**src/lsh_pkg.sv**
```systemverilog
// shared types and constants for the 3x3 laplacian sharpening filter
// no dependencies; imported by lsh_ctrl, lsh_window, lsh_arith and the top level
`default_nettype none

package lsh_pkg;

	// configuration register map
	localparam int CFG_IDX_BITS  = 2;
	localparam int CFG_DATA_BITS = 13;

	localparam logic [CFG_IDX_BITS-1:0] CFG_KERNEL = 2'd0;
	localparam logic [CFG_IDX_BITS-1:0] CFG_GAIN   = 2'd1;
	localparam logic [CFG_IDX_BITS-1:0] CFG_WIDTH  = 2'd2;
	localparam logic [CFG_IDX_BITS-1:0] CFG_HEIGHT = 2'd3;

	// register widths
	localparam int GAIN_BITS    = 12;
	localparam int IWIDTH_BITS  = 11;
	localparam int IHEIGHT_BITS = 13;

	// reset values
	localparam logic                    KERNEL_RST = 1'b1;
	localparam logic [GAIN_BITS-1:0]    GAIN_RST   = 12'd256;
	localparam logic [IWIDTH_BITS-1:0]  WIDTH_RST  = 11'd640;
	localparam logic [IHEIGHT_BITS-1:0] HEIGHT_RST = 13'd480;

	// frame height limit and row counter width
	localparam int MAX_HEIGHT = 4096;
	localparam int ROW_BITS   = 12;

	// smallest legal frame side
	localparam int MIN_SIDE = 3;

	// kernel select codes
	localparam logic KERNEL_4N = 1'b0;
	localparam logic KERNEL_8N = 1'b1;

	// request kinds
	typedef enum logic {
		REQ_PIXEL = 1'b0,
		REQ_DRAIN = 1'b1
	} req_t;

	// per-request control that rides along the pipeline
	typedef struct packed {
		logic emit;
		logic border;
		logic last;
	} lsh_flags_t;

endpackage

`default_nettype wire

```
**src/lsh_ctrl.sv**
```systemverilog
// input and output raster position counters, pending result count
// depends on lsh_pkg
`default_nettype none

module lsh_ctrl #(
	parameter int MAX_WIDTH = 1024
) (
	input  wire logic                               clk,
	input  wire logic                               arst_n,
	input  wire logic                               accept,
	input  wire logic                               req_type,
	input  wire logic [$clog2(MAX_WIDTH+2)-1:0]     eff_width,
	input  wire logic [lsh_pkg::IHEIGHT_BITS-1:0]   eff_height,
	output logic                                    push,
	output logic      [$clog2(MAX_WIDTH)-1:0]       col,
	output lsh_pkg::lsh_flags_t                     flags
);

	import lsh_pkg::*;

	localparam int CW = $clog2(MAX_WIDTH);
	localparam int WW = $clog2(MAX_WIDTH + 2);
	localparam int HW = IHEIGHT_BITS;
	localparam int RW = ROW_BITS;

	logic [CW-1:0] col_q;
	logic [RW-1:0] row_q;
	logic [CW-1:0] out_col_q;
	logic [RW-1:0] out_row_q;
	logic [WW-1:0] pending_q;

	logic is_drain;
	logic owed;
	logic full;
	logic emit;
	logic flush;
	logic col_wrap;
	logic row_wrap;
	logic out_col_wrap;
	logic out_row_wrap;
	logic out_col_edge;
	logic out_row_edge;

	always_comb begin
		is_drain     = req_type == REQ_DRAIN;
		owed         = pending_q != '0;
		full         = pending_q >= eff_width + WW'(1);
		push         = accept && (!is_drain || owed);
		emit         = accept && (is_drain ? owed : full);
		flush        = accept && is_drain && (pending_q == WW'(1));
		col_wrap     = (WW'(col_q) + WW'(1)) >= eff_width;
		row_wrap     = (HW'(row_q) + HW'(1)) >= eff_height;
		out_col_wrap = (WW'(out_col_q) + WW'(1)) >= eff_width;
		out_row_wrap = (HW'(out_row_q) + HW'(1)) >= eff_height;
		out_col_edge = WW'(out_col_q) >= eff_width - WW'(1);
		out_row_edge = HW'(out_row_q) >= eff_height - HW'(1);
		col          = col_q;
		flags.emit   = emit;
		flags.border = (out_row_q == '0) || (out_col_q == '0) || out_col_edge || out_row_edge;
		flags.last   = out_col_edge && out_row_edge;
	end

	always_ff @(posedge clk or negedge arst_n) begin
		if (!arst_n) begin
			col_q     <= '0;
			row_q     <= '0;
			out_col_q <= '0;
			out_row_q <= '0;
			pending_q <= '0;
		end else begin
			if (flush) begin
				// last pending result flushed: next frame starts fresh
				col_q     <= '0;
				row_q     <= '0;
				out_col_q <= '0;
				out_row_q <= '0;
			end else begin
				if (push) begin
					if (col_wrap) begin
						col_q <= '0;
						row_q <= row_wrap ? '0 : row_q + RW'(1);
					end else begin
						col_q <= col_q + CW'(1);
					end
				end
				if (emit) begin
					if (out_col_wrap) begin
						out_col_q <= '0;
						out_row_q <= out_row_wrap ? '0 : out_row_q + RW'(1);
					end else begin
						out_col_q <= out_col_q + CW'(1);
					end
				end
			end
			if (accept) begin
				if (!is_drain) begin
					pending_q <= full ? eff_width + WW'(1) : pending_q + WW'(1);
				end else if (owed) begin
					pending_q <= pending_q - WW'(1);
				end
			end
		end
	end

	a_flush_resets: assert property (@(posedge clk) disable iff (!arst_n)
		(accept && is_drain && pending_q == WW'(1)) |=>
		(col_q == '0 && out_col_q == '0 && pending_q == '0))
		else $error("flush did not return positions to origin");

	a_emit_needs_push: assert property (@(posedge clk) disable iff (!arst_n)
		emit |-> push)
		else $error("result produced without a pixel entering the window");

	a_idle_drain: assert property (@(posedge clk) disable iff (!arst_n)
		(accept && is_drain && pending_q == '0) |=> (pending_q == '0 && $stable(col_q)))
		else $error("drain with nothing pending changed state");

endmodule

`default_nettype wire

```
**config.mk**
```make
export PLATFORM = sky130hd
export DESIGN_NAME = lsh_ctrl
export DESIGN_NICKNAME = d
export VERILOG_FILES = /design/src/lsh_pkg.sv /design/src/lsh_ctrl.sv
export SDC_FILE = /design/constraint.sdc
export NUM_CORES = 1
export LEC_CHECK = 0
export BUFFER_PORTS_ARGS = -buffer_cell sky130_fd_sc_hd__buf_4
export CORE_MARGIN = 8
export CORE_UTILIZATION = 35
export CTS_BUF_LIST = sky130_fd_sc_hd__clkbuf_2
export DETAILED_ROUTE_END_ITERATION = 10
export SKIP_LAST_GASP = 1
export SLEW_MARGIN = 10
export SYNTH_ARGS = -nofsm -noshare
export SYNTH_HDL_FRONTEND = slang
export SYNTH_SLANG_ARGS = --single-unit
```
**constraint.sdc**
```tcl
create_clock -name clk -period 3.5 [get_ports clk]
set_input_delay 0.525 -clock clk [delete_from_list [all_inputs] [get_ports clk]]
set_output_delay 0.525 -clock clk [all_outputs]
set_load 0.01 [all_outputs]
```
Word-level counts from Yosys, hierarchy flattened
Index checks and enable logic that the tools add are counted.
Word-level totals
  logic and storage cells: 55
  output and inout port bits: 14
  bits of input ports: 28
  bits in registers: 43
Operators by class
  mux-type cells: 14
  $add $sub $neg: 11
  equal/unequal tests: 2
  $lt $le $gt $ge: 6
  reductions and logical operators: 18
Operator list (number)
  2-to-1 mux 10 bit: 6
  2-to-1 mux 12 bit: 4
  greater-or-equal comparator 11 bit: 3
  2-to-1 mux 11 bit: 3
  adder 10 x 1 -> 11 bit (second input constant): 2
  adder 11 x 1 -> 11 bit (second input constant): 2
  subtractor 11 x 1 -> 11 bit (second input constant): 2
  adder 10 x 1 -> 10 bit (second input constant): 2
  adder 12 x 1 -> 13 bit (second input constant): 1
  greater-or-equal comparator 12 x 13 -> 1 bit: 1
  greater-or-equal comparator 13 bit: 1
  subtractor 13 x 1 -> 13 bit (second input constant): 1
  adder 12 x 1 -> 12 bit (second input constant): 1
  logical NOT 12 bit: 1
  equality test 11 x 1 -> 1 bit (second input constant): 1
  greater-or-equal comparator 10 x 11 -> 1 bit: 1
  nonzero test 11 bit: 1
  logical NOT 10 bit: 1
  nonzero test 2 bit: 3
  logical AND 1 bit: 5
  logical OR 1 bit: 4
  AND reduction 2 bit: 2
  inequality test 2 x 1 -> 1 bit (second input constant): 1
  logical NOT 1 bit: 1
  2-to-1 mux 1 bit: 1

Longest topological paths before layout
Gate-level depths: netlist of run 1.
  word-level depth: 6
  mapped depth: 13

Worst setup path after synthesis of run 1
OpenSTA, ideal clock, no wires.
  path type: input-to-reg
  start: input port eff_width[2]
  end: register pending_q[5]
  required time: 3396 ps
  path buffers: 2
  cell stages on the path: 13
  data arrival time: 3082 ps
  library setup time: 104 ps
  slack: 314 ps
  cell sequence: buf_6 and4_4 and3_1 nand4_1 xnor2_1 ha_1 nand4_1 nor2_1 a21o_1 a311oi_2 buf_6 mux2_1 a221oi_1
On the way
  cells in the longest elaborated chain, start to end: 4
RTL lines
  start: declaration: line lsh_ctrl.sv:12  | input wire logic [$clog2(MAX_WIDTH+2)-1:0] eff_width,
  adder 11 x 1 -> 11 bit (*): line lsh_ctrl.sv:47, lsh_ctrl.sv:97
  greater-or-equal comparator 11 bit: line lsh_ctrl.sv:47  | full = pending_q >= eff_width + WW'(1);
  2-to-1 mux 11 bit (*): line lsh_ctrl.sv:97  | pending_q <= full ? eff_width + WW'(1) : pending_q + WW'(1);
  2-to-1 mux 11 bit (*): line lsh_ctrl.sv:96  | if (!is_drain) begin
  end signal: assignment: line lsh_ctrl.sv:97
  end signal: assignment: line lsh_ctrl.sv:99  | pending_q <= pending_q - WW'(1);
  end: declaration: line lsh_ctrl.sv:30  | logic [WW-1:0] pending_q;
Mark *: on every way between the ends. The rest lies on a longest branch, timed or not.
A chain may end at the register's enable or synchronous reset.

==> results.toml, run 1 <==
[run_status]
outcome = "finished clean"

[synth]
synth_xor_area_share_pct = 9.49
synth_area_um2 = 5340
synth_area_leaders = "dfrtp_1 (20%), ha_1 (19%), xnor2_1 (7.4%)"
synth_top_family_by_area = "simple AND/OR/NAND/NOR gates"
synth_warnings = 0
ys_types = 68
synthArstFlopShare_pct = 100
syn-num-nets = 751
synth_top_area_share_pct = 20.2
synth_fa_ha_area_share_pct = 18.5
yosysSeqAreaShare_pct = 20.2
ys_seq_elements = 43
synth-edff-count = 0
synth_area_per_cell_um2 = 8.29
postSynthCellCount = 644
synthMuxAreaShare_pct = 2.65
yosys.area.top_type = "dfrtp_1"
synth_compound_area_share_pct = 19.3
synth-simple-area-share_pct = 24.4
synth-main-ff-cell = "dfrtp_1"

[pwr]
swShare_pct = 48.2
p_clk_share_pct = 9.2
p_seq_share_pct = 29.7
peakVddDrop_mv = 0.240
power_density_nw_per_um2 = 545
p_int_mw = 1.71
combPwrFrac_pct = 61.0
p_sw_mw = 1.59
p_leak_nw = 2.84

[routing]
antenna_left = 0
drt-initial-drc-count = 440
first_pass_iters = 5
route.vias.total = 5037
routed_wirelength_mm = 15.0
drcViolationCount = 0
viasPerCell = 5.69
route.detailed.wl_per_inst_um = 17.0

[timing]
slew_headroom_pct = 55.8
drv_slew = 0
min_period_ps = 3330
whs_ps = 49.6
setup_viol = 0
finalCritPeriodShare_pct = 95.2
fmax_mhz = 300
skew_ps = 16.7
finalHoldViolCount = 0
setup_ws_ps = 168
rsz0062_at_grt = "yes"
finalSetupTns_ps = 0
worstMarginPinSlew_ps = 662

[worst_setup_path]
cp_max_fo = 6
crit_buf_inv = 2
start_kind = "input pin"
reg2reg_depth = 13
r2r-end = "out_col_q[5]"
crit_family = "simple AND/OR/NAND/NOR gates"
r2r_slack_ps = 250
cp-end-kind = "output port"
path_cells = "buf_4 -> and4_4 -> and3_1 -> nand4_1 -> xnor2_1 -> ha_1 -> nand4_1 -> nor2_1 -> mux2i_2 -> o211a_4 -> nor2_1 -> buf_4"
max_stage_delay_ps = 340
crit_required_ps = 2970
slowest_stage = "ha_1"
rr_startpoint = "out_col_q[0]"
path_class = "input pin to output port"
arrival_ps = 2810

[global_routing]
gr-total-overflow = 0
grt_antenna_before_repair = 1
grt_max_degree = 44
grt_pass1_vias = 5072
grt_pass1_wl_mm = 25.1
grt_usage_pct = 15.5

[finish]
areaGrowthSynthToFinish_pct = 13.7
final_cell_count_no_fill = 885
fin_nets = 802
final_common_cell = "ha_1"
ff_latch_area_um2 = 1080
nFillCells = 1545
drive_above_1_share_pct = 16.7
multi_input_area_um2 = 4010
final_cell_mix = "ha_1 (78), buf_4 (69), nor2_1 (47)"

[place]
preCtsSetupSlack_ps = 34.9
gp_congestion = 0.913
dp_cells = 876
io_buffers = 41
detailed_place_hpwl_mm = 12.0

[job]
maxCapViolCount = 0

[clock_tree]
cts.path.max_buffers = 2
cts_root_buf = "clkbuf_2"
holdBufCountCts = 0
clkTransAtPathRegs_ps = 250
cts_resized = 0
cts_buffers = 5
numClockSinks = 43
insertion_delay_ps = 440
cts_setup_buffers = 0
htree_levels = 2
tritoncts = "built"

[min_path]
min_path_type = "input pin to asynchronous set/reset pin"

[floorplan]
io_pins = 42
fp.dieW_um = 139
core_region_area_um2 = 15000
fp-row-count = 45
initial_core_util_pct = 35.5
die_h_um = 139
die_area_um2 = 19500
-- cell families after synthesis --
family          Yosys count
buf+inv                  68
mux                      13
flops                    43
xor+xnor                 57
compound gates          143
simple gates            241
fa+ha+maj                79
-- Yosys cell counts (5+ instances only) --
library cell / count
a21o_1: 7
a21oi_1: 30
a221o_1: 7
a22o_1: 12
and2_1: 5
and3_1: 22
buf_2: 9
clkbuf_1: 12
dfrtp_1: 43
ha_1: 79
inv_1: 41
mux2_2: 7
nand2_1: 43
nand2b_1: 7
nand3_1: 31
nand4_1: 17
nor2_1: 48
nor2b_1: 10
nor3_1: 19
nor4_1: 11
o211ai_1: 6
o21a_1: 5
o21ai_0: 27
o221ai_1: 8
o311ai_0: 7
or2_2: 5
xnor2_1: 45
xor2_1: 11
-- worst max path at each step --
stage                  from      endpoint  cells past startpoint
2_1_floorplan  eff_width[2]  pending_q[5]                     13
3_3_place_gp   eff_width[1]      flags[1]                     14
3_5_place_dp   eff_width[2]  pending_q[2]                     13
4_1_cts        eff_width[2]      flags[2]                     12
5_1_grt        eff_width[1]      flags[1]                     14
6_report       eff_width[2]      flags[2]                     12
-- through the flow --
stage                     util (%)  cell area [um^2]  total power, mW
after floorplan                  -              5340             2.36
after CTS                     40.1              6020             3.30
after detailed placement      39.6              5960             2.97
after global placement        39.6              5960             2.93
after global routing          40.4              6070             3.63
final                         40.4              6070             3.31
-- final cells by class --
class | instances | area share (%)
antenna | 1 | 0.0412
clock buffer | 5 | 0.412
clock inverter | 3 | 0.639
inverter | 43 | 2.66
multi-input combinational | 533 | 66.1
sequential | 43 | 17.7
tap | 188 | 3.88
timing repair buffer | 69 | 8.54
-- power groups by stage --
stage | Combinational [mW] | Clock (mW) | Sequential (mW)
6_report | 2.02 | 0.305 | 0.983
5_1_grt | 2.28 | 0.328 | 1.02
4_1_cts | 2.00 | 0.317 | 0.979
3_5_place_dp | 1.98 | 0 | 0.991
3_3_place_gp | 1.94 | 0 | 0.985
2_1_floorplan | 1.53 | 0 | 0.823
-- per-layer routing --
layer	part of all wire, %	global-route usage [%]	up-vias
li1	-	-	2487
met1	46	19.2	2418
met2	49	27.3	111
met3	3.6	1.71	21
met4	2.0	5.03	0
met5	0	0	-
-- state kept, by name (all words and copies together), names as in the netlist --
name       count
out_row_q     12
pending_q     11
out_col_q     10
col           10
-- worst reg2reg max path, cell delays in order, from the launching register on --
cell and delay [ps]:
dfrtp_1 480, ha_1 240, nand3_1 110, nor2_1 150
nand3_1 200, xnor2_1 200, ha_1 310, and4_1 230
o2111ai_1 110, a21oi_1 300, or3_1 300, nor3_2 60
buf_4 160, a221o_1 310
Note: power is estimated with default switching activity, not from simulation.
==> run 2: changes to the inputs <==
--- a/config.mk
+++ b/config.mk
@@ -10,6 +10,7 @@
 export CORE_UTILIZATION = 35
 export CTS_BUF_LIST = sky130_fd_sc_hd__clkbuf_2
 export DETAILED_ROUTE_END_ITERATION = 10
+export GPL_TIMING_DRIVEN = 0
 export SKIP_LAST_GASP = 1
 export SLEW_MARGIN = 10
 export SYNTH_ARGS = -nofsm -noshare
==> results.toml, run 2 (synthesis results as in run 1) <==
[pwr]
swShare_pct = 48.4
p_sw_mw = 1.62
p_seq_share_pct = 27.0
peakVddDrop_mv = 0.277
p_leak_nw = 2.82
finalPower_mw = 3.36
combPwrFrac_pct = 63.7
p_int_mw = 1.73
p_clk_share_pct = 9.3
power_density_nw_per_um2 = 544

[floorplan]
core_region_area_um2 = 15000
die_h_um = 139
fp-row-count = 45
initial_core_util_pct = 35.5
die_area_um2 = 19500
fp.dieW_um = 139
io_pins = 42

[finish]
final_cell_mix = "ha_1 (77), buf_4 (45), nor2_1 (44)"
drive_above_1_share_pct = 18.7
largest_register_ffs = 12
areaGrowthSynthToFinish_pct = 15.5
final_common_cell = "ha_1"
top_regs = "out_row_q (12), pending_q (11)"
fin_nets = 800
top_register = "out_row_q"
design_area_um2 = 6160

[timing]
setup_viol = 0
drv_slew = 0
worstMarginPinSlew_ps = 619
slew_headroom_pct = 58.7
finalSetupTns_ps = 0
skew_ps = 18.3
fmax_mhz = 297
setup_ws_ps = 136
finalHoldViolCount = 0
finalCritPeriodShare_pct = 96.1
min_period_ps = 3360

[worst_setup_path]
arrival_ps = 2840
start_kind = "input pin"
reg2reg_depth = 13
crit_family = "simple AND/OR/NAND/NOR gates"
crit_cells = 14
cp-end-kind = "output port"
path_common_cell = "buf_4"
crit_buf_inv = 4
cp_max_fo = 8
crit_required_ps = 2970
max_stage_delay_ps = 320
r2r_slack_ps = 190
slowest_stage = "ha_1"
path_class = "input pin to output port"
path_cells = "buf_6 -> and4_4 -> and3_4 -> nand4_1 -> xnor2_2 -> ha_1 -> nand4_1 -> buf_4 -> nor2_1 -> mux2i_2 -> o211a_4 -> nor2_1 -> buf_4 -> buf_4"

[place]
detailed_place_hpwl_mm = 11.7
postPlaceCellArea_um2 = 5860
gp_congestion = 0.829
io_buffers = 38
preCtsSetupSlack_ps = -500

[clock_tree]
htree_levels = 2
cts.path.max_buffers = 2
tritoncts = "built"
numClockSinks = 43
insertion_delay_ps = 460
holdBufCountCts = 0
cts_root_buf = "clkbuf_2"
cts_buffers = 5
clkTransAtPathRegs_ps = 250

[routing]
antenna_left = 0
route.vias.total = 5021
drt-initial-drc-count = 289
drcViolationCount = 0
route.detailed.wl_per_inst_um = 17.1
routed_wirelength_mm = 15.1
first_pass_iters = 5
viasPerCell = 5.69

[global_routing]
grt_pass1_vias = 4939
grt_max_degree = 44
grt_usage_pct = 15.0
gr-total-overflow = 0
grt_pass1_wl_mm = 24.2
grt_antenna_before_repair = 1

[job]
maxCapViolCount = 0

[run_status]
outcome = "finished clean"

[min_path]
min_path_type = "input pin to asynchronous set/reset pin"
[run 2: changes by cell type in the layout (fill, tap and decap cells not counted), sizes merged]
cell,before,now
buf,69,57
clkbuf,5,15
[run 2: power groups by stage]
| stage | Sequential, mW | Clock (mW) | Combinational [mW] |
|---|---|---|---|
| detailed placement | 0.883 | 0 | 2.03 |
| floorplan | 0.823 | 0 | 1.53 |
| CTS | 0.872 | 0.320 | 2.08 |
| finish | 0.906 | 0.313 | 2.14 |
| global placement | 0.875 | 0 | 1.96 |
| global route | 0.934 | 0.335 | 2.39 |
[run 2: cell type report]
| class | instances | area [um^2] |
|---|---|---|
| fillers | 1511 | 8870 |
| multi-input cells | 533 | 4170 |
| flip-flops and latches | 43 | 1080 |
| repair buffers | 44 | 330 |
| well taps | 188 | 235 |
| inverters | 43 | 163 |
| plain buffers | 23 | 124 |
| clock inverters | 3 | 38.8 |
| clock buffers | 5 | 25.0 |
| diodes | 1 | 2.50 |
[run 2: metal layers]
metal	vias to the layer above	global-route usage, %	routed length, um
met3	27	1.61	397
li1	2473	-	-
met5	-	0	0
met1	2442	18.7	6880
met4	0	4.97	333
met2	79	26.3	7450
[run 2: repair_timing]
action	in CTS	in global routing
gates cloned	0	0
gates resized for setup	11	32
hold endpoints to repair	0	0
pin swaps	6	7
setup endpoints to repair	16	24
setup buffers	5	1
[run 2: final timing paths]
path | startpoint | end
worst min register to register | col[7] | col[7]
worst min-delay path | arst_n | pending_q[10]
worst max register to register | out_col_q[1] | out_row_q[0]
min in group clk | accept | pending_q[9]
max in group asynchronous | arst_n | out_col_q[2]
worst max-delay path | eff_width[2] | flags[2]
[run 2: through the flow]
step | std cells | utilization, % | hold slack (ps)
global route | 883 | 41.0 | 30.9
CTS | 883 | 40.0 | 38.2
global placement | 870 | 39.0 | 552
finish | 883 | 41.0 | 26.1
detailed placement | 870 | 39.0 | 568
floorplan | 644 | - | 229
