==> config.mk <==
export PLATFORM = sky130hd
export DESIGN_NAME = lsh_arith
export DESIGN_NICKNAME = d
export VERILOG_FILES = /design/src/lsh_pkg.sv /design/src/lsh_arith.sv
export SDC_FILE = /design/constraint.sdc
export NUM_CORES = 1
export LEC_CHECK = 0
export ABC_AREA = 1
export BUFFER_PORTS_ARGS = -buffer_cell sky130_fd_sc_hd__clkbuf_2
export CAP_MARGIN = 20
export CORE_MARGIN = 4
export CORE_UTILIZATION = 55
export DETAILED_ROUTE_END_ITERATION = 8
export PLACE_DENSITY = 0.72
export SETUP_SLACK_MARGIN = 0.4
export SYNTH_ARGS = -nofsm -noshare
export SYNTH_HDL_FRONTEND = slang
export SYNTH_SLANG_ARGS = --single-unit
==> constraint.sdc <==
create_clock -name clk -period 14.8 [get_ports clk]
set_clock_uncertainty 0.15 [all_clocks]
set_input_delay 1.48 -clock clk [delete_from_list [all_inputs] [get_ports clk]]
set_output_delay 1.48 -clock clk [all_outputs]
set_load 0.02 [all_outputs]
==> src/lsh_pkg.sv <==
// shared types and constants for the 3x3 laplacian sharpening filter
// no dependencies; imported by lsh_ctrl, lsh_window, lsh_arith and the top level
`default_nettype none

package lsh_pkg;

	// configuration register map
	localparam int CFG_IDX_BITS  = 2;
	localparam int CFG_DATA_BITS = 13;

	localparam logic [CFG_IDX_BITS-1:0] CFG_KERNEL = 2'd0;
	localparam logic [CFG_IDX_BITS-1:0] CFG_GAIN   = 2'd1;
	localparam logic [CFG_IDX_BITS-1:0] CFG_WIDTH  = 2'd2;
	localparam logic [CFG_IDX_BITS-1:0] CFG_HEIGHT = 2'd3;

	// register widths
	localparam int GAIN_BITS    = 12;
	localparam int IWIDTH_BITS  = 11;
	localparam int IHEIGHT_BITS = 13;

	// reset values
	localparam logic                    KERNEL_RST = 1'b1;
	localparam logic [GAIN_BITS-1:0]    GAIN_RST   = 12'd256;
	localparam logic [IWIDTH_BITS-1:0]  WIDTH_RST  = 11'd640;
	localparam logic [IHEIGHT_BITS-1:0] HEIGHT_RST = 13'd480;

	// frame height limit and row counter width
	localparam int MAX_HEIGHT = 4096;
	localparam int ROW_BITS   = 12;

	// smallest legal frame side
	localparam int MIN_SIDE = 3;

	// kernel select codes
	localparam logic KERNEL_4N = 1'b0;
	localparam logic KERNEL_8N = 1'b1;

	// request kinds
	typedef enum logic {
		REQ_PIXEL = 1'b0,
		REQ_DRAIN = 1'b1
	} req_t;

	// per-request control that rides along the pipeline
	typedef struct packed {
		logic emit;
		logic border;
		logic last;
	} lsh_flags_t;

endpackage

`default_nettype wire

==> src/lsh_arith.sv <==
// sharpening arithmetic: laplacian sum, gain products, round and clamp
// depends on lsh_pkg
`default_nettype none

module lsh_arith #(
	parameter int PIXEL_BITS = 8
) (
	input  wire logic                            clk,
	input  wire logic                            arst_n,
	input  wire logic                            win_valid,
	input  wire logic [8:0][PIXEL_BITS-1:0]      win,
	input  wire lsh_pkg::lsh_flags_t             win_flags,
	input  wire logic                            kernel_type,
	input  wire logic [lsh_pkg::GAIN_BITS-1:0]   gain,
	output logic                                 ready_s3,
	output logic                                 out_valid,
	input  wire logic                            out_ready,
	output logic      [PIXEL_BITS-1:0]           pixel_out,
	output logic                                 frame_last
);

	import lsh_pkg::*;

	localparam int PB  = PIXEL_BITS;
	localparam int GB  = GAIN_BITS;
	localparam int SW  = PB + 3;
	localparam int LW  = PB + 4;
	localparam int P1W = 2 * GB + PB;
	localparam int P2W = GB + 1 + LW;
	localparam int XW  = 2 * GB + PB + 3;
	localparam logic [PB-1:0] PIX_MAX = {PB{1'b1}};
	localparam logic [XW-1:0] ROUND_HALF = XW'(32768);

	logic [2*GB-1:0] gg_q;

	logic                 v_s3;
	logic [PB-1:0]        c_s3;
	logic signed [LW-1:0] lap_s3;
	logic                 border_s3;
	logic                 last_s3;

	logic                  v_s4;
	logic [PB-1:0]         c_s4;
	logic [P1W-1:0]        p1_s4;
	logic signed [P2W-1:0] p2_s4;
	logic                  border_s4;
	logic                  last_s4;

	logic ready_s4;
	logic ready_s5;

	logic [SW-1:0]        nb;
	logic [SW-1:0]        kc;
	logic signed [LW-1:0] lap;
	logic [P1W-1:0]       p1;
	logic signed [P2W-1:0] p2;
	logic signed [XW-1:0] xs;
	logic [PB-1:0]        res;

	always_comb begin
		ready_s5 = !out_valid || out_ready;
		ready_s4 = !v_s4 || ready_s5;
		ready_s3 = !v_s3 || ready_s4;

		// edge neighbours, corners only for the 8-neighbour kernel
		nb = SW'(win[1]) + SW'(win[7]) + SW'(win[3]) + SW'(win[5]);
		if (kernel_type == KERNEL_8N) begin
			nb = nb + SW'(win[0]) + SW'(win[2]) + SW'(win[6]) + SW'(win[8]);
			kc = {win[4], 3'b000};
		end else begin
			kc = {1'b0, win[4], 2'b00};
		end
		lap = $signed({1'b0, kc}) - $signed({1'b0, nb});

		p1 = gg_q * c_s3;
		p2 = $signed({1'b0, gain}) * lap_s3;

		xs = $signed(XW'({c_s4, 16'd0})) + $signed(XW'(p1_s4)) +
			(XW'(p2_s4) <<< 8) + $signed(ROUND_HALF);
		if (border_s4) begin
			res = c_s4;
		end else if (xs[XW-1]) begin
			res = '0;
		end else if (|xs[XW-2:PB+16]) begin
			res = PIX_MAX;
		end else begin
			res = xs[PB+15:16];
		end
	end

	// gain squared, constant while frames run
	always_ff @(posedge clk) begin
		gg_q <= gain * gain;
	end

	always_ff @(posedge clk or negedge arst_n) begin
		if (!arst_n) begin
			v_s3      <= 1'b0;
			v_s4      <= 1'b0;
			out_valid <= 1'b0;
		end else begin
			if (ready_s3) begin
				v_s3 <= win_valid;
			end
			if (ready_s4) begin
				v_s4 <= v_s3;
			end
			if (ready_s5) begin
				out_valid <= v_s4;
			end
		end
	end

	always_ff @(posedge clk) begin
		if (ready_s3 && win_valid) begin
			c_s3      <= win[4];
			lap_s3    <= lap;
			border_s3 <= win_flags.border;
			last_s3   <= win_flags.last;
		end
		if (ready_s4 && v_s3) begin
			c_s4      <= c_s3;
			p1_s4     <= p1;
			p2_s4     <= p2;
			border_s4 <= border_s3;
			last_s4   <= last_s3;
		end
		if (ready_s5 && v_s4) begin
			pixel_out  <= res;
			frame_last <= last_s4;
		end
	end

	a_border_passes: assert property (@(posedge clk) disable iff (!arst_n)
		(v_s4 && ready_s5 && border_s4) |=> (pixel_out == $past(c_s4)))
		else $error("border pixel was altered");

	a_no_loss: assert property (@(posedge clk) disable iff (!arst_n)
		(v_s4 && !ready_s5) |=> (v_s4 && out_valid))
		else $error("result dropped under backpressure");

endmodule

`default_nettype wire

After elaboration in Yosys (flattened, before gate mapping) --
Index checks and enable logic that the tools add are counted.
Operators by class: add/subtract/negate cells 11, multipliers 3, multiplexer cells 5, reductions and logical operators 10
Operator list (number):
- 11-bit by 8-bit adder with 11-bit output | 4
- 34-bit by 33-bit adder with 35-bit output | 1
- 35-bit by 17-bit adder with 35-bit output, second input constant | 1
- 24-bit by 32-bit adder with 33-bit output | 1
- 24-bit by 8-bit multiplier with 32-bit output | 1
- 13-bit by 12-bit multiplier with 25-bit output | 1
- 12-bit by 12-bit multiplier with 24-bit output | 1
- 8-bit two-way mux | 3
- 11-bit two-way mux | 2
- 11-bit by 11-bit subtractor with 12-bit output | 1
- 10-bit by 8-bit adder with 11-bit output | 1
- 9-bit by 8-bit adder with 10-bit output | 1
- 10-bit OR reduction | 1
- 8-bit by 8-bit adder with 9-bit output | 1
- 1-bit logical AND | 3
- 1-bit logical NOT | 3
- 1-bit logical OR | 3
Word-level totals: bits in registers 125, output and inout port bits 11, logic and storage cells 44

Logic depth before layout (Yosys ltp) --
Gate-level depths: netlist (run 1).
depth in word-level cells 9, depth in mapped cells 27

Worst setup path after synthesis (run 1) --
OpenSTA, ideal clock, no wires.
path type input -> register, start point in win[9] (netlist bit), end point reg lap_s3[10] (data pin), library setup time 0.276 ns, arrival time 6.237 ns, data required time 14.374 ns, slack 8.137 ns, stages on the path 26, path buffers 0, path through inv_1 -> fa_1 -> inv_1 -> fa_1 -> ha_1 -> inv_1 -> fa_1 -> o21ai_0 -> xor2_1 -> fa_1 -> ha_1 -> a21oi_1 -> o21ai_0 -> a21oi_1 -> nor2_1 -> o21ai_0 -> nand2_1 -> xnor2_1 -> nand2_1 -> o21ai_0 -> ha_1 -> nand2_1 -> a21oi_1 -> a211oi_1 -> o311ai_0 -> xor2_1
Between the ends: word-level cells in the longest chain between the ends 9
RTL lines:
- from (decl) | RTL line lsh_arith.sv:11 | input wire logic [8:0][PIXEL_BITS-1:0] win,
- 8-bit by 8-bit adder with 9-bit output * | RTL line lsh_arith.sv:66 | nb = SW'(win[1]) + SW'(win[7]) + SW'(win[3]) + SW'(win[5]);
- 9-bit by 8-bit adder with 10-bit output * | RTL line lsh_arith.sv:66
- 10-bit by 8-bit adder with 11-bit output * | RTL line lsh_arith.sv:66
- 11-bit by 8-bit adder with 11-bit output (4 in a row) | RTL line lsh_arith.sv:68 | nb = nb + SW'(win[0]) + SW'(win[2]) + SW'(win[6]) + SW'(win[8]);
- 11-bit two-way mux * | RTL line lsh_arith.sv:67 | if (kernel_type == KERNEL_8N) begin
- 11-bit by 11-bit subtractor with 12-bit output * | RTL line lsh_arith.sv:73 | lap = $signed({1'b0, kc}) - $signed({1'b0, nb});
- named net lap[10] | RTL line lsh_arith.sv:54 | logic signed [LW-1:0] lap;
- to (signal assigned) | RTL line lsh_arith.sv:117 | lap_s3 <= lap;
- to (decl) | RTL line lsh_arith.sv:38 | logic signed [LW-1:0] lap_s3;
The timed path passes the listed nets; every way through them passes the cells marked *. A chain may end at the register's enable or synchronous reset.

Worst setup path after layout (run 1) --
Ends and elaborated chain as after synthesis.

==> flow_metrics.tcl, run 1 <==
set metrics [dict create \
    first_iter_violations 994 \
    synth_ff_type "edfxtp_1" \
    cts_buffer_depth 2 \
    area_growth_pct 6.51 \
    drc 0 \
    cts_hold_buf 0 \
    layout_commonest_cell "nand2_1" \
    required_ns 14.80 \
    track_usage_pct 24.4 \
    drv_slew 0 \
    antenna_found_initial 0 \
    multiInputGateArea_sq_um 16500 \
    die-area_sq_um 44400 \
    synth_fa_ha_area_share_pct 46.0 \
    grt_first_pass_wirelength_um 89100 \
    cts-root-buf "clkbuf_16" \
    ys_async_sr_fraction_pct 2.59 \
    overflow 0 \
    syn_area_per_cell_sq_um 8.14 \
    endpoint_kind "flip-flop" \
    synthSimpleGateAreaFrac_pct 16.7 \
    min_period_over_period_pct 46.4 \
    n_fill_cell 3607 \
    io_buffers 101 \
    finalSetupTns_ns 0 \
    regArea_sq_um 3240 \
    start_kind "input pin" \
    diodes 0 \
    vias_per_cell 5.25 \
    r2r_slack_ns 8.79 \
    gr-usage-met3_pct 2.90 \
    die_w_um 211 \
    yosys_warnings 0 \
    grtUsageMet2_pct 42.9 \
    grt_pass1_vias 18732 \
    drt-total-wl_um 52200 \
    cts_made_buffers 17 \
    core_area_sq_um 40200 \
    synth-compound-area-share_pct 5.81 \
    vias 17606 \
    max_freq_ghz 0.146 \
    yosysSeqAreaShare_pct 14.3 \
    cts_tree "yes" \
    first_pass_iters 5 \
    syn_inst 2774 \
    hold_class "flip-flop to flip-flop" \
    hold_viol 0 \
    syn_area_sq_um 22600 \
    die_y_um 211 \
    top_usage_layer "met2" \
    synth-edff-count 90 \
    setup_viol 0 \
    clkTransAtPathRegs_ns 0.06 \
    maxCapViolCount 0 \
    arrival_ns 6.87 \
    synth.distinct_cells 51 \
    crit_fanout 4 \
    final_cell_mix "707 x nand2_1, 679 x inv_1, 345 x fa_1, 279 x ha_1, 134 x a21oi_1" \
    cts.sinks 116 \
    max-slew-margin-rel_pct 28.3 \
    grt_max_degree 60 \
    synth_area_leaders "fa_1 31%, ha_1 15%, edfxtp_1 12%, nand2_1 12%, inv_1 11%" \
    dp_hpwl_um 43500 \
    ioPinCount 103 \
    ys_ff_latch 116 \
    grtUsageMet1_pct 31.7 \
    synth-xor-area-share_pct 4.27 \
    yosys.area.top_type "fa_1" \
    syn-num-nets 3490 \
    worst_slew_pin_slew_ns 1.08 \
    layout.nets 3533 \
    worstSetupPathType "input pin to flip-flop" \
    final_antenna_net_count 0 \
    rsz0062_at_grt "false" \
    drive_above_1_share_pct 6.29 \
    status "complete, no violations" \
    htreeDepth 4 \
    gp_congestion 0.931 \
    postCtsResizedCells 0 \
    initial_utilization_pct 56.2 \
    num_rows 73 \
    synth_top_family_by_area "adder cells" \
    synth_top_area_share_pct 30.6 \
    period_minus_slack_ns 6.87 \
    wl_per_cell_um 15.6 \
    insertion_delay_ns 0.42 \
    synthMuxAreaShare_pct 0.0443 \
    cts_setup_buffers 0 \
]
metrics by stage:
step                cell area [sq um]  util, %  hold slack [ns]  worst slack, ns  cells
finish                          24100     59.9            0.273             7.93   3355
global placement                23400     58.3            0.257             7.57   3322
CTS                             24000     59.8            0.275             7.97   3354
detailed placement              23400     58.3            0.262             7.54   3322
floorplan                       22600        -            0.250             8.14   2774
global route                    24100     59.9            0.288             7.59   3355
registers in the layout (all words and copies together) (netlist names):
register    cells
gg_q           23
border_s4       1
pixel_out       8
c_s4            8
last_s4         1
border_s3       1
frame_last      1
out_valid       1
p1_s4          24
last_s3         1
c_s3            8
p2_s4          25
lap_s3         12
v_s4            1
v_s3            1
cells in the mapped netlist, types with 2 or more instances:
cell type,n
a211oi_1,5
o21a_1,3
fa_1,345
nand3b_1,5
edfxtp_1,90
a31oi_1,9
o21ai_1,10
a22oi_1,2
a21oi_2,2
ha_1,279
or2_2,8
o221ai_1,2
clkbuf_2,15
a21o_1,3
inv_1,680
inv_2,5
clkbuf_1,62
nor4_1,2
nor2_4,3
o21ai_2,2
nor2_2,7
nand2_1,707
nor3_1,12
nor3_2,4
a21oi_1,134
nand4_1,21
dfrtp_1,3
o211ai_1,4
o2111ai_1,3
and2_1,2
xor2_1,71
dfxtp_1,23
nand2_2,6
xnor2_1,39
nor2_1,87
o21ai_0,49
nand3_1,47
nand3_2,5
o21bai_1,5
o31ai_1,2
final timing paths:
| check | from | endpoint | cells past startpoint |
|---|---|---|---|
| worst max-delay path | win[9] | lap_s3[10] | 27 |
| worst min-delay path | last_s3 | last_s4 | 0 |
| worst max register to register | lap_s3[11] | p2_s4[20] | 20 |
| worst min register to register | last_s3 | last_s4 | 0 |
| max in group asynchronous | arst_n | out_valid | 1 |
| min in group asynchronous | arst_n | v_s3 | 1 |
kinds of logic (layout without fill, tap and decap cells):
group                      after synthesis  after routing
AOI/OAI and AO/OA                      238            238
xor gates and xnor gates               110            110
adders and majority gates              624            624
buffers and inverters                  763            819
DFF                                    116            116
muxes                                    1              1
other                                    1              1
and+or+nand+nor                        921            921
layer usage:
metal | vias to the layer above | wire length (um)
met5 | - | 0
met4 | 0 | 1670
met3 | 97 | 2630
met2 | 514 | 25900
met1 | 8528 | 22000
li1 | 8467 | -
critical path, cell delays in order:
cell	delay, ns
clkbuf_2	0.08
inv_1	0.05
fa_1	0.55
inv_1	0.06
fa_1	0.50
ha_1	0.17
inv_1	0.06
fa_1	0.40
o21ai_0	0.30
xor2_1	0.27
fa_1	0.46
ha_1	0.35
a21oi_1	0.15
o21ai_0	0.14
a21oi_1	0.19
nor2_1	0.08
o21ai_0	0.17
nand2_1	0.09
xnor2_1	0.13
nand2_1	0.05
o21ai_0	0.09
ha_1	0.35
nand2_1	0.13
a21oi_1	0.06
a211oi_1	0.16
o311ai_0	0.17
xor2_1	0.17
layout make-up:
| cell class | instances | share of cell area, % |
|---|---|---|
| Tap cell | 525 | 2.73 |
| Clock inverter | 13 | 0.655 |
| Sequential cell | 116 | 13.5 |
| Timing Repair Buffer | 102 | 2.18 |
| Clock buffer | 19 | 1.84 |
| Multi-Input combinational cell | 1895 | 68.4 |
| Inverter | 685 | 10.7 |
Power of run 1 is not shown: default switching activity piles up to over one toggle a cycle in this logic, so the estimate is an artifact.
==> inputs of run 2 (changes only) <==
clock period = 6.7 ns   (was 14.8 ns; I/O delays follow)
==> flow_metrics.tcl, run 2 (synthesized netlist as in run 1, its figures left out) <==
set metrics [dict create \
    top_regs "p2_s4 (25), p1_s4 (24), gg_q (23)" \
    dp_hpwl_um 43500 \
    cts_buffer_depth 2 \
    maxCapViolCount 0 \
    max-slew-margin-rel_pct 27.2 \
    grt_first_pass_wirelength_um 88300 \
    wl_per_cell_um 15.5 \
    endpoint_kind "flip-flop" \
    worst_slew_pin_slew_ns 1.09 \
    hold_viol 0 \
    required_ns 6.70 \
    drv_slew 0 \
    vias_per_cell 5.18 \
    period_minus_slack_ns 5.95 \
    worstSetupPathType "input pin to flip-flop" \
    max_freq_ghz 0.168 \
    cts-root-buf "clkbuf_16" \
    gp_congestion 0.910 \
    arrival_ns 5.96 \
    hold_class "flip-flop to flip-flop" \
    area_growth_pct 6.83 \
    cts.sinks 116 \
    die-area_sq_um 44400 \
    top_layer_used "met4" \
    grt_pass1_vias 18452 \
    htreeDepth 4 \
    final-instance-count-excl-fill 3364 \
    finish.instance_area_sq_um 24100 \
    insertion_delay_ns 0.42 \
    ioPinCount 103 \
    cts_made_buffers 17 \
    m1WireLength_um 22000 \
    cts_tree "yes" \
    regMostFlops "p2_s4" \
    vias 17410 \
    routed-wl-met3_um 2780 \
    io_buffers 101 \
    overflow 0 \
    status "complete, no violations" \
    place_inst 3331 \
    clkTransAtPathRegs_ns 0.06 \
    core_area_sq_um 40200 \
    grt_max_degree 60 \
    track_usage_pct 24.3 \
    setup_viol 0 \
    layout.nets 3542 \
    drc 0 \
    placed_cell_area_sq_um 23500 \
    start_kind "input pin" \
    die_y_um 211 \
    drive_above_1_share_pct 6.59 \
    largest_reg_flops 25 \
    drt-total-wl_um 52200 \
    final_antenna_net_count 0 \
    final_core_util_pct 60.0 \
    diodes 0 \
    crit_fanout 4 \
    min_period_over_period_pct 88.9 \
    initial_utilization_pct 56.2 \
    finalSetupTns_ns 0 \
    layout_commonest_cell "nand2_1" \
    num_rows 73 \
    first_pass_iters 6 \
    first_iter_violations 901 \
    final_cell_mix "707 x nand2_1, 679 x inv_1, 345 x fa_1, 279 x ha_1, 134 x a21oi_1" \
    antenna_found_initial 0 \
    dr_wl_met2_um 25700 \
    die_w_um 211 \
    rsz0062_at_grt "false" \
]
==> run 2: repair_timing <==
action | CTS | global route
hold buffers | 1 | 0
endpoints found under the hold margin | 3 | 0
endpoints found under the setup margin | 0 | 2
resized for setup | 0 | 2
buffers inserted | 0 | 0
==> run 2: worst paths after layout <==
| check | startpoint | end | slack [ns] | cells past startpoint |
|---|---|---|---|---|
| worst max-delay path | win[9] | lap_s3[10] | 0.75 | 27 |
| worst min-delay path | border_s3 | border_s4 | 0.28 | 0 |
| worst max register to register | lap_s3[11] | p2_s4[20] | 1.12 | 20 |
| worst min register to register | border_s3 | border_s4 | 0.28 | 0 |
| max in group asynchronous | arst_n | v_s4 | 5.85 | 2 |
| min in group asynchronous | arst_n | out_valid | 0.44 | 2 |
==> run 2: worst max-delay path, cell delays in order <==
cell,delay (ns)
clkbuf_2,0.07
inv_1,0.04
fa_1,0.53
inv_1,0.05
fa_1,0.51
ha_1,0.16
inv_1,0.05
fa_1,0.41
o21ai_2,0.20
xor2_1,0.27
fa_1,0.49
ha_1,0.36
a21oi_1,0.16
o21ai_0,0.12
a21oi_1,0.19
nor2_1,0.08
o21ai_0,0.16
nand2_1,0.09
xnor2_1,0.12
nand2_1,0.05
o21ai_0,0.09
ha_1,0.35
nand2_1,0.12
a21oi_1,0.05
a211oi_1,0.18
o311ai_0,0.19
xor2_1,0.17
==> run 2: metal layers <==
metal  up-vias  global-route usage, %
met2       511                   42.2
met4         0                   7.87
met3        95                   2.93
li1       8464                      -
met1      8340                   32.0
met5         -                      0
==> run 2: per-stage QoR <==
| stage | hold WS, ns | setup WS, ns |
|---|---|---|
| 4_1_cts | 0.274 | 0.648 |
| 3_3_place_gp | 0.259 | 0.389 |
| 5_1_grt | 0.266 | 0.418 |
| 3_5_place_dp | 0.258 | 0.214 |
| 6_report | 0.279 | 0.745 |
| 2_1_floorplan | 0.224 | 0.847 |
==> run 2: cell type report <==
cell class                 instances  area [sq um]
clock buffer                      21           460
clock inverter                    11           150
timing repair buffer             111           583
sequential                       116          3240
tap                              525           657
inverter                         685          2570
multi-input combinational       1895         16500
fill                            3579         16100
Power of run 2 is left out for the same reason.
